**src/hdl/ftd_pkg.sv**
```systemverilog
// ----------------------------------------------------------------------------
// ftd_pkg
// Shared types, constants and helpers for the float to decimal text unit.
// ----------------------------------------------------------------------------
`default_nettype none

package ftd_pkg;

   localparam int DESC_DEPTH_DEF = 2;
   localparam int OUT_DEPTH_DEF  = 4;

   localparam int BCD_DIGITS  = 16;
   localparam int BCD_W       = 4 * BCD_DIGITS;
   localparam int INT_W       = 53;
   localparam int FRAC_W      = 52;
   localparam int DBL_ITER    = 53;
   localparam int SGL_ITER    = 24;
   localparam int DBL_LIMIT   = 15;
   localparam int SGL_LIMIT   = 6;
   localparam int SPEC_LEN    = 7;

   typedef struct packed {
      logic        mode;
      logic [63:0] raw_bits;
   } req_type;

   typedef struct packed {
      logic [7:0] character;
      logic       last;
      logic       range_error;
   } rsp_type;

   typedef enum logic [1:0] {
      KIND_NUM   = 2'd0,
      KIND_TEXT  = 2'd1,
      KIND_RANGE = 2'd2
   } kind_type;

   typedef struct packed {
      kind_type               kind;
      logic                   dbl;
      logic                   sign;
      logic                   dot;
      logic [INT_W-1:0]       int_value;
      logic [FRAC_W-1:0]      frac_value;
   } desc_type;

   function automatic logic [7:0] spec_char(input logic [2:0] idx);
      logic [7:0] c;
      case (idx)
         3'd0:    c = 8'h69;
         3'd1:    c = 8'h6E;
         3'd2:    c = 8'h66;
         3'd3:    c = 8'h2F;
         3'd4:    c = 8'h6E;
         3'd5:    c = 8'h61;
         3'd6:    c = 8'h6E;
         default: c = 8'h00;
      endcase
      return c;
   endfunction

endpackage

`default_nettype wire

```
**src/hdl/float_to_decimal_text_unit.sv**
```systemverilog
// ----------------------------------------------------------------------------
// float_to_decimal_text_unit
// IEEE single/double bit pattern to decimal text, one character per
// transaction.
// ----------------------------------------------------------------------------
//  channel | ports                               | direction
//  request | req_push, req_full, req_data        | in
//  response| rsp_pop, rsp_empty, rsp_data       | out
//
//  Classification is combinational and lands in the queue at the accept
//  edge; the back end then loads the descriptor and, for a number, emits a
//  sign if negative, converts the 24 (single) or 53 (double) integer bits
//  by shift-and-add-3, skips leading zero digits and emits one character
//  at a time. Reset empties both queues and returns the sequencer to
//  idle. A full response queue stalls only the character emission.
// ----------------------------------------------------------------------------
`default_nettype none

module float_to_decimal_text_unit #(
   parameter int DESC_DEPTH = ftd_pkg::DESC_DEPTH_DEF,
   parameter int OUT_DEPTH  = ftd_pkg::OUT_DEPTH_DEF
) (
   input  wire logic              clock,
   input  wire logic              reset,
   input  wire logic              req_push,
   output logic                   req_full,
   input  wire ftd_pkg::req_type  req_data,
   input  wire logic              rsp_pop,
   output logic                   rsp_empty,
   output ftd_pkg::rsp_type       rsp_data
);

   ftd_pkg::desc_type desc_w, desc_q;
   ftd_pkg::rsp_type  out_data;
   logic              desc_empty, desc_pop, out_full, out_push;

   ftd_front u_front (
      .req  (req_data),
      .desc (desc_w)
   );

   ftd_fifo #(
      .WIDTH ($bits(ftd_pkg::desc_type)),
      .DEPTH (DESC_DEPTH)
   ) u_desc_q (
      .clock (clock),
      .reset (reset),
      .push  (req_push),
      .din   (desc_w),
      .full  (req_full),
      .pop   (desc_pop),
      .dout  (desc_q),
      .empty (desc_empty)
   );

   ftd_back u_back (
      .clock      (clock),
      .reset      (reset),
      .desc       (desc_q),
      .desc_empty (desc_empty),
      .desc_pop   (desc_pop),
      .out_full   (out_full),
      .out_push   (out_push),
      .out_data   (out_data)
   );

   ftd_fifo #(
      .WIDTH ($bits(ftd_pkg::rsp_type)),
      .DEPTH (OUT_DEPTH)
   ) u_out_q (
      .clock (clock),
      .reset (reset),
      .push  (out_push),
      .din   (out_data),
      .full  (out_full),
      .pop   (rsp_pop),
      .dout  (rsp_data),
      .empty (rsp_empty)
   );

endmodule

`default_nettype wire

```
**src/hdl/ftd_fifo.sv**
```systemverilog
// ----------------------------------------------------------------------------
// ftd_fifo
// Small register queue with push/full and pop/empty sides.
// ----------------------------------------------------------------------------
`default_nettype none

module ftd_fifo #(
   parameter int WIDTH = 8,
   parameter int DEPTH = 2
) (
   input  wire logic             clock,
   input  wire logic             reset,
   input  wire logic             push,
   input  wire logic [WIDTH-1:0] din,
   output logic                  full,
   input  wire logic             pop,
   output logic [WIDTH-1:0]      dout,
   output logic                  empty
);

   localparam int PW = (DEPTH > 1) ? $clog2(DEPTH) : 1;
   localparam int CW = $clog2(DEPTH + 1);

   logic [WIDTH-1:0] mem_ff [DEPTH];
   logic [PW-1:0]    wr_ff, wr_in, rd_ff, rd_in;
   logic [CW-1:0]    cnt_ff, cnt_in;
   logic             do_push, do_pop;

   assign full    = (cnt_ff == CW'(DEPTH));
   assign empty   = (cnt_ff == '0);
   assign do_push = push && !full;
   assign do_pop  = pop && !empty;
   assign dout    = mem_ff[rd_ff];

   always_comb begin
      wr_in  = wr_ff;
      rd_in  = rd_ff;
      cnt_in = cnt_ff;
      if (do_push) begin
         wr_in = (wr_ff == PW'(DEPTH - 1)) ? '0 : wr_ff + PW'(1);
      end
      if (do_pop) begin
         rd_in = (rd_ff == PW'(DEPTH - 1)) ? '0 : rd_ff + PW'(1);
      end
      if (do_push && !do_pop) begin
         cnt_in = cnt_ff + CW'(1);
      end else if (do_pop && !do_push) begin
         cnt_in = cnt_ff - CW'(1);
      end
   end

   always_ff @(posedge clock) begin
      if (reset) begin
         wr_ff  <= '0;
         rd_ff  <= '0;
         cnt_ff <= '0;
      end else begin
         wr_ff  <= wr_in;
         rd_ff  <= rd_in;
         cnt_ff <= cnt_in;
      end
   end

   always_ff @(posedge clock) begin
      if (do_push) begin
         mem_ff[wr_ff] <= din;
      end
   end

endmodule

`default_nettype wire

```
**src/hdl/ftd_front.sv**
```systemverilog
// ----------------------------------------------------------------------------
// ftd_front
// Unpacks the IEEE pattern and classifies it into an integer part, a
// fraction aligned to 52 bits, and the text kind.
// ----------------------------------------------------------------------------
`default_nettype none

module ftd_front (
   input  wire ftd_pkg::req_type  req,
   output ftd_pkg::desc_type      desc
);

   logic               dbl;
   logic [63:0]        raw;
   logic [10:0]        ef, emax;
   logic [51:0]        frac_al;
   logic [52:0]        m_al, sig_n, vn, int_p, m_sh;
   logic signed [12:0] ex, mb, neg_sh;
   logic [5:0]         ex6;

   always_comb begin
      dbl     = req.mode;
      raw     = req.raw_bits;
      emax    = dbl ? 11'h7FF : 11'h0FF;
      ef      = dbl ? raw[62:52] : {3'b000, raw[30:23]};
      frac_al = dbl ? raw[51:0] : {raw[22:0], 29'b0};
      m_al    = {1'b1, frac_al};
      sig_n   = dbl ? m_al : {29'b0, 1'b1, raw[22:0]};
      mb      = dbl ? 13'sd52 : 13'sd23;
      ex      = $signed({2'b00, ef}) - (dbl ? 13'sd1023 : 13'sd127);
      neg_sh  = -ex;
      ex6     = ex[5:0];
      vn      = (neg_sh >= 13'sd64) ? '0 : (sig_n >> neg_sh[5:0]);
      int_p   = m_al >> (6'd52 - ex6);
      m_sh    = m_al << ex6;

      desc.kind       = ftd_pkg::KIND_NUM;
      desc.dbl        = dbl;
      desc.sign       = dbl ? raw[63] : raw[31];
      desc.dot        = 1'b0;
      desc.int_value  = '0;
      desc.frac_value = '0;

      if (ef == emax) begin
         desc.kind = ftd_pkg::KIND_TEXT;
      end else if (ef != '0 && ex > mb) begin
         desc.kind = ftd_pkg::KIND_RANGE;
      end else if (ef == '0) begin
         desc.dot = 1'b0;
      end else if (ex < 13'sd0) begin
         desc.dot        = 1'b1;
         desc.frac_value = dbl ? vn[51:0] : {vn[22:0], 29'b0};
      end else begin
         desc.int_value  = int_p;
         desc.frac_value = m_sh[51:0];
         desc.dot        = (ex == 13'sd0) || (m_sh[51:0] != '0);
      end
   end

endmodule

`default_nettype wire

```
**src/hdl/ftd_back.sv**
```systemverilog
// ----------------------------------------------------------------------------
// ftd_back
// Sequencer: binary to BCD by shift-and-add-3, then emits sign, integer
// digits, point and truncated fraction digits one per cycle while not full.
// ----------------------------------------------------------------------------
`default_nettype none

module ftd_back (
   input  wire logic               clock,
   input  wire logic               reset,
   input  wire ftd_pkg::desc_type  desc,
   input  wire logic               desc_empty,
   output logic                    desc_pop,
   input  wire logic               out_full,
   output logic                    out_push,
   output ftd_pkg::rsp_type        out_data
);

   typedef enum logic [6:0] {
      ST_IDLE    = 7'b0000001,
      ST_SPECIAL = 7'b0000010,
      ST_SIGN    = 7'b0000100,
      ST_CONV    = 7'b0001000,
      ST_INT     = 7'b0010000,
      ST_DOT     = 7'b0100000,
      ST_FRAC    = 7'b1000000
   } state_type;

   state_type                       state_ff, state_in;
   ftd_pkg::kind_type               kind_ff, kind_in;
   logic                            dbl_ff, dbl_in;
   logic                            dot_ff, dot_in;
   logic                            started_ff, started_in;
   logic [ftd_pkg::FRAC_W-1:0]      frac_ff, frac_in;
   logic [ftd_pkg::BCD_W-1:0]       bcd_ff, bcd_in, bcd_adj;
   logic [ftd_pkg::INT_W-1:0]       sh_ff, sh_in;
   logic [5:0]                      cnt_ff, cnt_in;
   logic [3:0]                      idx_ff, idx_in;
   logic [3:0]                      fcnt_ff, fcnt_in;
   logic [3:0]                      dig, limit;
   logic [55:0]                     times10;
   logic                            last_c;

   function automatic logic [ftd_pkg::BCD_W-1:0] add3(input logic [ftd_pkg::BCD_W-1:0] b);
      logic [ftd_pkg::BCD_W-1:0] r;
      r = b;
      for (int i = 0; i < ftd_pkg::BCD_DIGITS; i++) begin
         if (b[4*i +: 4] >= 4'd5) begin
            r[4*i +: 4] = b[4*i +: 4] + 4'd3;
         end
      end
      return r;
   endfunction

   always_comb begin
      state_in   = state_ff;
      kind_in    = kind_ff;
      dbl_in     = dbl_ff;
      dot_in     = dot_ff;
      started_in = started_ff;
      frac_in    = frac_ff;
      bcd_in     = bcd_ff;
      sh_in      = sh_ff;
      cnt_in     = cnt_ff;
      idx_in     = idx_ff;
      fcnt_in    = fcnt_ff;
      desc_pop   = 1'b0;
      out_push   = 1'b0;
      out_data   = '0;
      bcd_adj    = add3(bcd_ff);
      dig        = bcd_ff[{idx_ff, 2'b00} +: 4];
      limit      = dbl_ff ? 4'(ftd_pkg::DBL_LIMIT) : 4'(ftd_pkg::SGL_LIMIT);
      times10    = ({4'b0, frac_ff} << 3) + ({4'b0, frac_ff} << 1);
      last_c     = 1'b0;

      case (state_ff)
         ST_IDLE: begin
            if (!desc_empty) begin
               desc_pop = 1'b1;
               kind_in  = desc.kind;
               dbl_in   = desc.dbl;
               dot_in   = desc.dot;
               frac_in  = desc.frac_value;
               bcd_in   = '0;
               sh_in    = desc.dbl ? desc.int_value : {desc.int_value[23:0], 29'b0};
               cnt_in   = desc.dbl ? 6'(ftd_pkg::DBL_ITER) : 6'(ftd_pkg::SGL_ITER);
               idx_in   = '0;
               if (desc.kind != ftd_pkg::KIND_NUM) begin
                  state_in = ST_SPECIAL;
               end else if (desc.sign) begin
                  state_in = ST_SIGN;
               end else begin
                  state_in = ST_CONV;
               end
            end
         end
         ST_SPECIAL: begin
            if (!out_full) begin
               out_push = 1'b1;
               if (kind_ff == ftd_pkg::KIND_RANGE) begin
                  out_data.character   = 8'h00;
                  out_data.last        = 1'b1;
                  out_data.range_error = 1'b1;
                  state_in             = ST_IDLE;
               end else begin
                  last_c             = (idx_ff == 4'(ftd_pkg::SPEC_LEN - 1));
                  out_data.character = ftd_pkg::spec_char(idx_ff[2:0]);
                  out_data.last      = last_c;
                  idx_in             = idx_ff + 4'd1;
                  if (last_c) begin
                     state_in = ST_IDLE;
                  end
               end
            end
         end
         ST_SIGN: begin
            if (!out_full) begin
               out_push           = 1'b1;
               out_data.character = 8'h2D;
               state_in           = ST_CONV;
            end
         end
         ST_CONV: begin
            bcd_in = {bcd_adj[ftd_pkg::BCD_W-2:0], sh_ff[ftd_pkg::INT_W-1]};
            sh_in  = sh_ff << 1;
            cnt_in = cnt_ff - 6'd1;
            if (cnt_ff == 6'd1) begin
               state_in   = ST_INT;
               idx_in     = 4'(ftd_pkg::BCD_DIGITS - 1);
               started_in = 1'b0;
            end
         end
         ST_INT: begin
            if (dig == 4'd0 && !started_ff && idx_ff != 4'd0) begin
               idx_in = idx_ff - 4'd1;
            end else if (!out_full) begin
               out_push           = 1'b1;
               out_data.character = {4'h3, dig};
               out_data.last      = (idx_ff == 4'd0) && !dot_ff;
               started_in         = 1'b1;
               idx_in             = idx_ff - 4'd1;
               if (idx_ff == 4'd0) begin
                  state_in = dot_ff ? ST_DOT : ST_IDLE;
               end
            end
         end
         ST_DOT: begin
            if (!out_full) begin
               out_push           = 1'b1;
               out_data.character = 8'h2E;
               out_data.last      = (frac_ff == '0);
               fcnt_in            = '0;
               state_in           = (frac_ff == '0) ? ST_IDLE : ST_FRAC;
            end
         end
         ST_FRAC: begin
            if (!out_full) begin
               last_c             = (times10[51:0] == '0) || (fcnt_ff == limit - 4'd1);
               out_push           = 1'b1;
               out_data.character = {4'h3, times10[55:52]};
               out_data.last      = last_c;
               frac_in            = times10[51:0];
               fcnt_in            = fcnt_ff + 4'd1;
               if (last_c) begin
                  state_in = ST_IDLE;
               end
            end
         end
         default: begin
            state_in = ST_IDLE;
         end
      endcase
   end

   always_ff @(posedge clock) begin
      if (reset) begin
         state_ff <= ST_IDLE;
      end else begin
         state_ff <= state_in;
      end
   end

   always_ff @(posedge clock) begin
      kind_ff    <= kind_in;
      dbl_ff     <= dbl_in;
      dot_ff     <= dot_in;
      started_ff <= started_in;
      frac_ff    <= frac_in;
      bcd_ff     <= bcd_in;
      sh_ff      <= sh_in;
      cnt_ff     <= cnt_in;
      idx_ff     <= idx_in;
      fcnt_ff    <= fcnt_in;
   end

endmodule

`default_nettype wire

```
**config.mk**
```make
export PLATFORM = sky130hd
export DESIGN_NAME = float_to_decimal_text_unit
export DESIGN_NICKNAME = d
export VERILOG_FILES = /design/src/hdl/ftd_pkg.sv /design/src/hdl/float_to_decimal_text_unit.sv /design/src/hdl/ftd_fifo.sv /design/src/hdl/ftd_front.sv /design/src/hdl/ftd_back.sv
export SDC_FILE = /design/constraint.sdc
export NUM_CORES = 2
export LEC_CHECK = 0
export BUFFER_PORTS_ARGS = -buffer_cell sky130_fd_sc_hd__clkbuf_2
export CAP_MARGIN = 20
export CORE_ASPECT_RATIO = 0.5
export CORE_UTILIZATION = 40
export CTS_CLUSTER_DIAMETER = 40
export CTS_CLUSTER_SIZE = 24
export DETAILED_ROUTE_END_ITERATION = 10
export SYNTH_ARGS = -nofsm -noshare
export SYNTH_HDL_FRONTEND = slang
export SYNTH_HIERARCHICAL = 1
export SYNTH_SLANG_ARGS = --single-unit
```
**constraint.sdc**
```tcl
create_clock -name clock -period 13 [get_ports clock]
set_clock_uncertainty 0.2 [all_clocks]
set_input_delay 0.65 -clock clock [delete_from_list [all_inputs] [get_ports clock]]
set_output_delay 0.65 -clock clock [all_outputs]
set_load 0.02 [all_outputs]
```
==> flow_summary.json <==
{
  "synth_edf_count": 448,
  "crit_fanout": 47,
  "num-nets-final": 3810,
  "leakage_nw": 14.20,
  "hold_slack_ps": 218.0,
  "clock-sinks": 469,
  "powerDensity_nw_per_um2": 216.3,
  "cts-resized-gates": 0,
  "drive_gt1_frac": 0.1537,
  "die_area_um2": 90660,
  "antenna_found_initial": 5,
  "syn-num-nets": 3899,
  "fp.dieW_um": 424.8,
  "cts_made_buffers": 52,
  "gr-total-overflow": 0,
  "cp_top_family": "simple AND/OR/NAND/NOR gates",
  "drv_cap": 0,
  "track_usage": 0.2778,
  "ant_nets": 0,
  "critPathLaunchType": "input pin",
  "reg2reg_setup_slack_ps": 7650,
  "cts_buffer_depth": 3,
  "slew_violations": 0,
  "syn_area_per_cell_um2": 9.591,
  "syn2layout_area_growth_pct": 8.731,
  "period_share": 0.5282,
  "port_buffers": 80,
  "routedWlPerCell_um": 26.57,
  "worst_setup_path_end_kind": "flip-flop",
  "power_mw": 8.410,
  "ir_drop_uv": 128.6,
  "rsz0062_at_grt": "false",
  "relSlewSlack": 0.1838,
  "period_minus_slack_ps": 6867,
  "crit_path_top_delay_cell": "or4_1",
  "r2r_end": "u_out_q/mem_ff[0][1]",
  "cp_slowest_stage_delay_ps": 900,
  "multi_input_area_um2": 20420,
  "cp.depth": 13,
  "clkTransAtPathRegs_ps": 70,
  "core_um2": 88440,
  "cts_root_buf": "clkbuf_16",
  "yosysUniqueCellTypes": 115,
  "final-seq-area_um2": 13880,
  "netlist_instances": 3728,
  "crit_required_ps": 13120,
  "tns_ps": 0,
  "vias": 31268,
  "setup_violations": 0,
  "gp_congestion": 1.008,
  "critPathArrivalTime_ps": 6990,
  "max_freq_mhz": 145.6,
  "synth-seq-cells": 469,
  "synth-async-reset-ratio": 0,
  "cp-startpoint": "req_data[52]",
  "cts_setup_buffers": 0,
  "tightest_slew_ps": 1193,
  "worstSetupPathType": "input pin to flip-flop",
  "dp_hpwl_mm": 94.50,
  "drt-total-wl_mm": 129.4,
  "fp.dieH_um": 213.4,
  "vias_per_cell": 6.423,
  "drcViolationCount": 0,
  "num_antenna_cells": 0,
  "syn-cell-area_um2": 35760,
  "worst-path-buf-inv": 4,
  "grt_pass1_vias": 28953,
  "worstRegToRegCells": 14,
  "endpoint": "u_desc_q/mem_ff[1][83]",
  "drt_iter0_drc": 4076,
  "final_core_util": 0.4396,
  "num_rows": 77,
  "ioPinCount": 81,
  "hold_viol": 0,
  "cts_tree": "done",
  "crit_top_cell": "buf_4",
  "h-tree-depth": 2,
  "synth_flop_cell": "edfxtp_1",
  "clk_latency_ps": 630,
  "worst_hold_path_type": "input pin to flip-flop",
  "n_fill_cell": 8554,
  "cts_hold_buf": 0,
  "grt_max_degree": 87,
  "ys_seq_area_frac": 0.3880,
  "grt_first_pass_wirelength_mm": 191.0,
  "yosys_warnings": 6,
  "initial_core_util": 0.4043,
  "first_pass_iters": 7,
  "path_cells": "buf_4 > mux2i_4 > inv_2 > buf_4 > ha_1 > inv_1 > a2111oi_0 > xnor2_1 > mux2_2 > nand4_1 > or4_1 > nand2b_1 > a211oi_1",
  "r2r-start": "u_back/frac_ff[0]",
  "status": "completed"
}
==> worst min path at each step <==
| stage | start | endpoint | slack [ps] | depth (start not counted) |
|---|---|---|---|---|
| global route | req_data[63] | u_desc_q/mem_ff[1][106] | 190 | 2 |
| finish | req_data[63] | u_desc_q/mem_ff[1][106] | 220 | 2 |
| CTS | req_push | u_desc_q/wr_ff | 180 | 4 |
| global placement | u_desc_q/wr_ff | u_desc_q/wr_ff | 270 | 2 |
| detailed placement | u_desc_q/wr_ff | u_desc_q/wr_ff | 290 | 2 |
| floorplan | u_desc_q/wr_ff | u_desc_q/wr_ff | 250 | 2 |
==> per-layer routing <==
layer	vias to the layer above	wire (um)	GRT usage	part of all wire
met3	272	13020	0.06277	0.10
met4	4	4527	0.09353	0.035
met1	15294	59730	0.4169	0.46
met5	-	27	0	0.00021
met2	1765	52070	0.3889	0.40
li1	13933	-	-	-
==> per-stage QoR <==
step	worst slack [ps]	area (um2)	cells
6_report	6133	38880	4868
5_1_grt	5924	38880	4868
4_1_cts	6363	38870	4867
3_5_place_dp	5709	36930	4769
3_3_place_gp	5752	36930	4769
2_1_floorplan	2363	35760	3728
==> sequential cells by signal (all words and copies together) (netlist names), 3 cells and up, named ones only <==
| register | cells |
|---|---|
| u_back/frac_ff | 52 |
| u_desc_q/mem_ff | 220 |
| u_back/cnt_ff | 6 |
| u_out_q/mem_ff | 40 |
| u_back/idx_ff | 4 |
| u_back/sh_ff | 53 |
| u_back/bcd_ff | 64 |
| u_back/state_ff | 7 |
| u_out_q/cnt_ff | 3 |
| u_back/fcnt_ff | 4 |
==> cells in the final DEF, fill, tap and decap left out, types with 12 or more instances in the layout <==
| cell | Yosys | routed |
|---|---|---|
| o21a_1 | 15 | 15 |
| nor3_1 | 81 | 80 |
| o31ai_1 | 17 | 17 |
| nand4_1 | 51 | 51 |
| o22ai_1 | 40 | 39 |
| xor2_1 | 50 | 49 |
| ha_1 | 99 | 99 |
| nand2_1 | 437 | 436 |
| o32a_1 | 12 | 12 |
| clkbuf_2 | 2 | 79 |
| nand3_1 | 110 | 109 |
| dfxtp_1 | 21 | 20 |
| clkbuf_16 | 0 | 52 |
| mux2i_1 | 222 | 222 |
| edfxtp_1 | 448 | 448 |
| o32ai_1 | 14 | 14 |
| a22o_1 | 16 | 16 |
| a211oi_1 | 61 | 61 |
| mux4_2 | 68 | 68 |
| or3_1 | 19 | 19 |
| and3_1 | 27 | 27 |
| a31oi_1 | 27 | 27 |
| nor2_1 | 354 | 353 |
| buf_4 | 8 | 63 |
| a21oi_1 | 274 | 274 |
| xnor2_1 | 56 | 50 |
| mux2_2 | 189 | 189 |
| inv_1 | 68 | 67 |
| nor2b_1 | 20 | 20 |
| o21ai_0 | 171 | 170 |
| a21o_1 | 31 | 31 |
| o211ai_1 | 54 | 54 |
| nand2b_1 | 47 | 47 |
| a22oi_1 | 26 | 26 |
| nor4_1 | 38 | 38 |
| and2_1 | 21 | 20 |
==> synth_stat cells (all sizes together) (10+ instances only) <==
library cell	instances	area (um2)
a2111oi	12	111.4
and2	21	131.4
dfxtp	21	420.4
buf	123	701.9
a32oi	11	96.34
a21boi	11	82.58
nor2b	21	133.9
edfxtp	448	13450
nand2	437	1640
nor4	39	250.2
o21a	15	112.6
xor2	51	454.2
a22oi	27	207.7
or4	10	78.82
o32a	12	120.1
clkbuf	162	610.6
o31ai	19	152.6
ha	99	1239
o2111ai	10	87.58
a221oi	12	111.4
a21oi	276	1389
nand3	111	560.5
a31oi	27	168.9
nor3	82	415.4
nand4	51	319.1
inv	73	274.0
o32ai	14	122.6
mux2	191	2158
or3	21	137.6
a21o	31	232.7
xnor2	58	534.3
mux2i	226	2295
o2bb2ai	14	141.4
a22o	16	140.1
mux4	68	1531
o21ai	179	899.6
nand2b	47	294.0
o211ai	54	405.4
nor2	358	1354
a221o	11	111.4
a211oi	62	478.0
and3	31	198.9
o22ai	40	250.2
==> final cells by class <==
class | instances | share of cell area
clock inverters | 43 | 0.01622
multi-input cells | 2899 | 0.5252
clock buffers | 55 | 0.03376
well taps | 1185 | 0.03814
flip-flops and latches | 469 | 0.3569
inverters | 75 | 0.007434
repair buffers | 142 | 0.02234
==> where the power goes <==
group / switching [mW] / internal, mW
clock: 0.728 / 0.893
sequential: 0.327 / 2.23
combinational: 2.74 / 1.49
total: 3.80 / 4.61
==> cells by family after synthesis <==
logic type / synth area share
AND/OR/NAND/NOR: 0.1663
AO/OA/AOI/OAI: 0.1695
multiplexers: 0.1674
flip-flops: 0.3880
buffers and inverters: 0.04472
XOR/XNOR: 0.02764
adder cells (fa/ha/maj): 0.03632
other: 0.0001049
==> worst register-to-register path: cells and delay by family, from the launching register on <==
family	cells	cell delay, ps
AOI/OAI and AO/OA	7	2640
DFF	1	460
and+or+nand+nor	4	840
xor gates and xnor gates	1	260
adders and majority gates	2	690
Note: power is estimated with default switching activity, not from simulation.
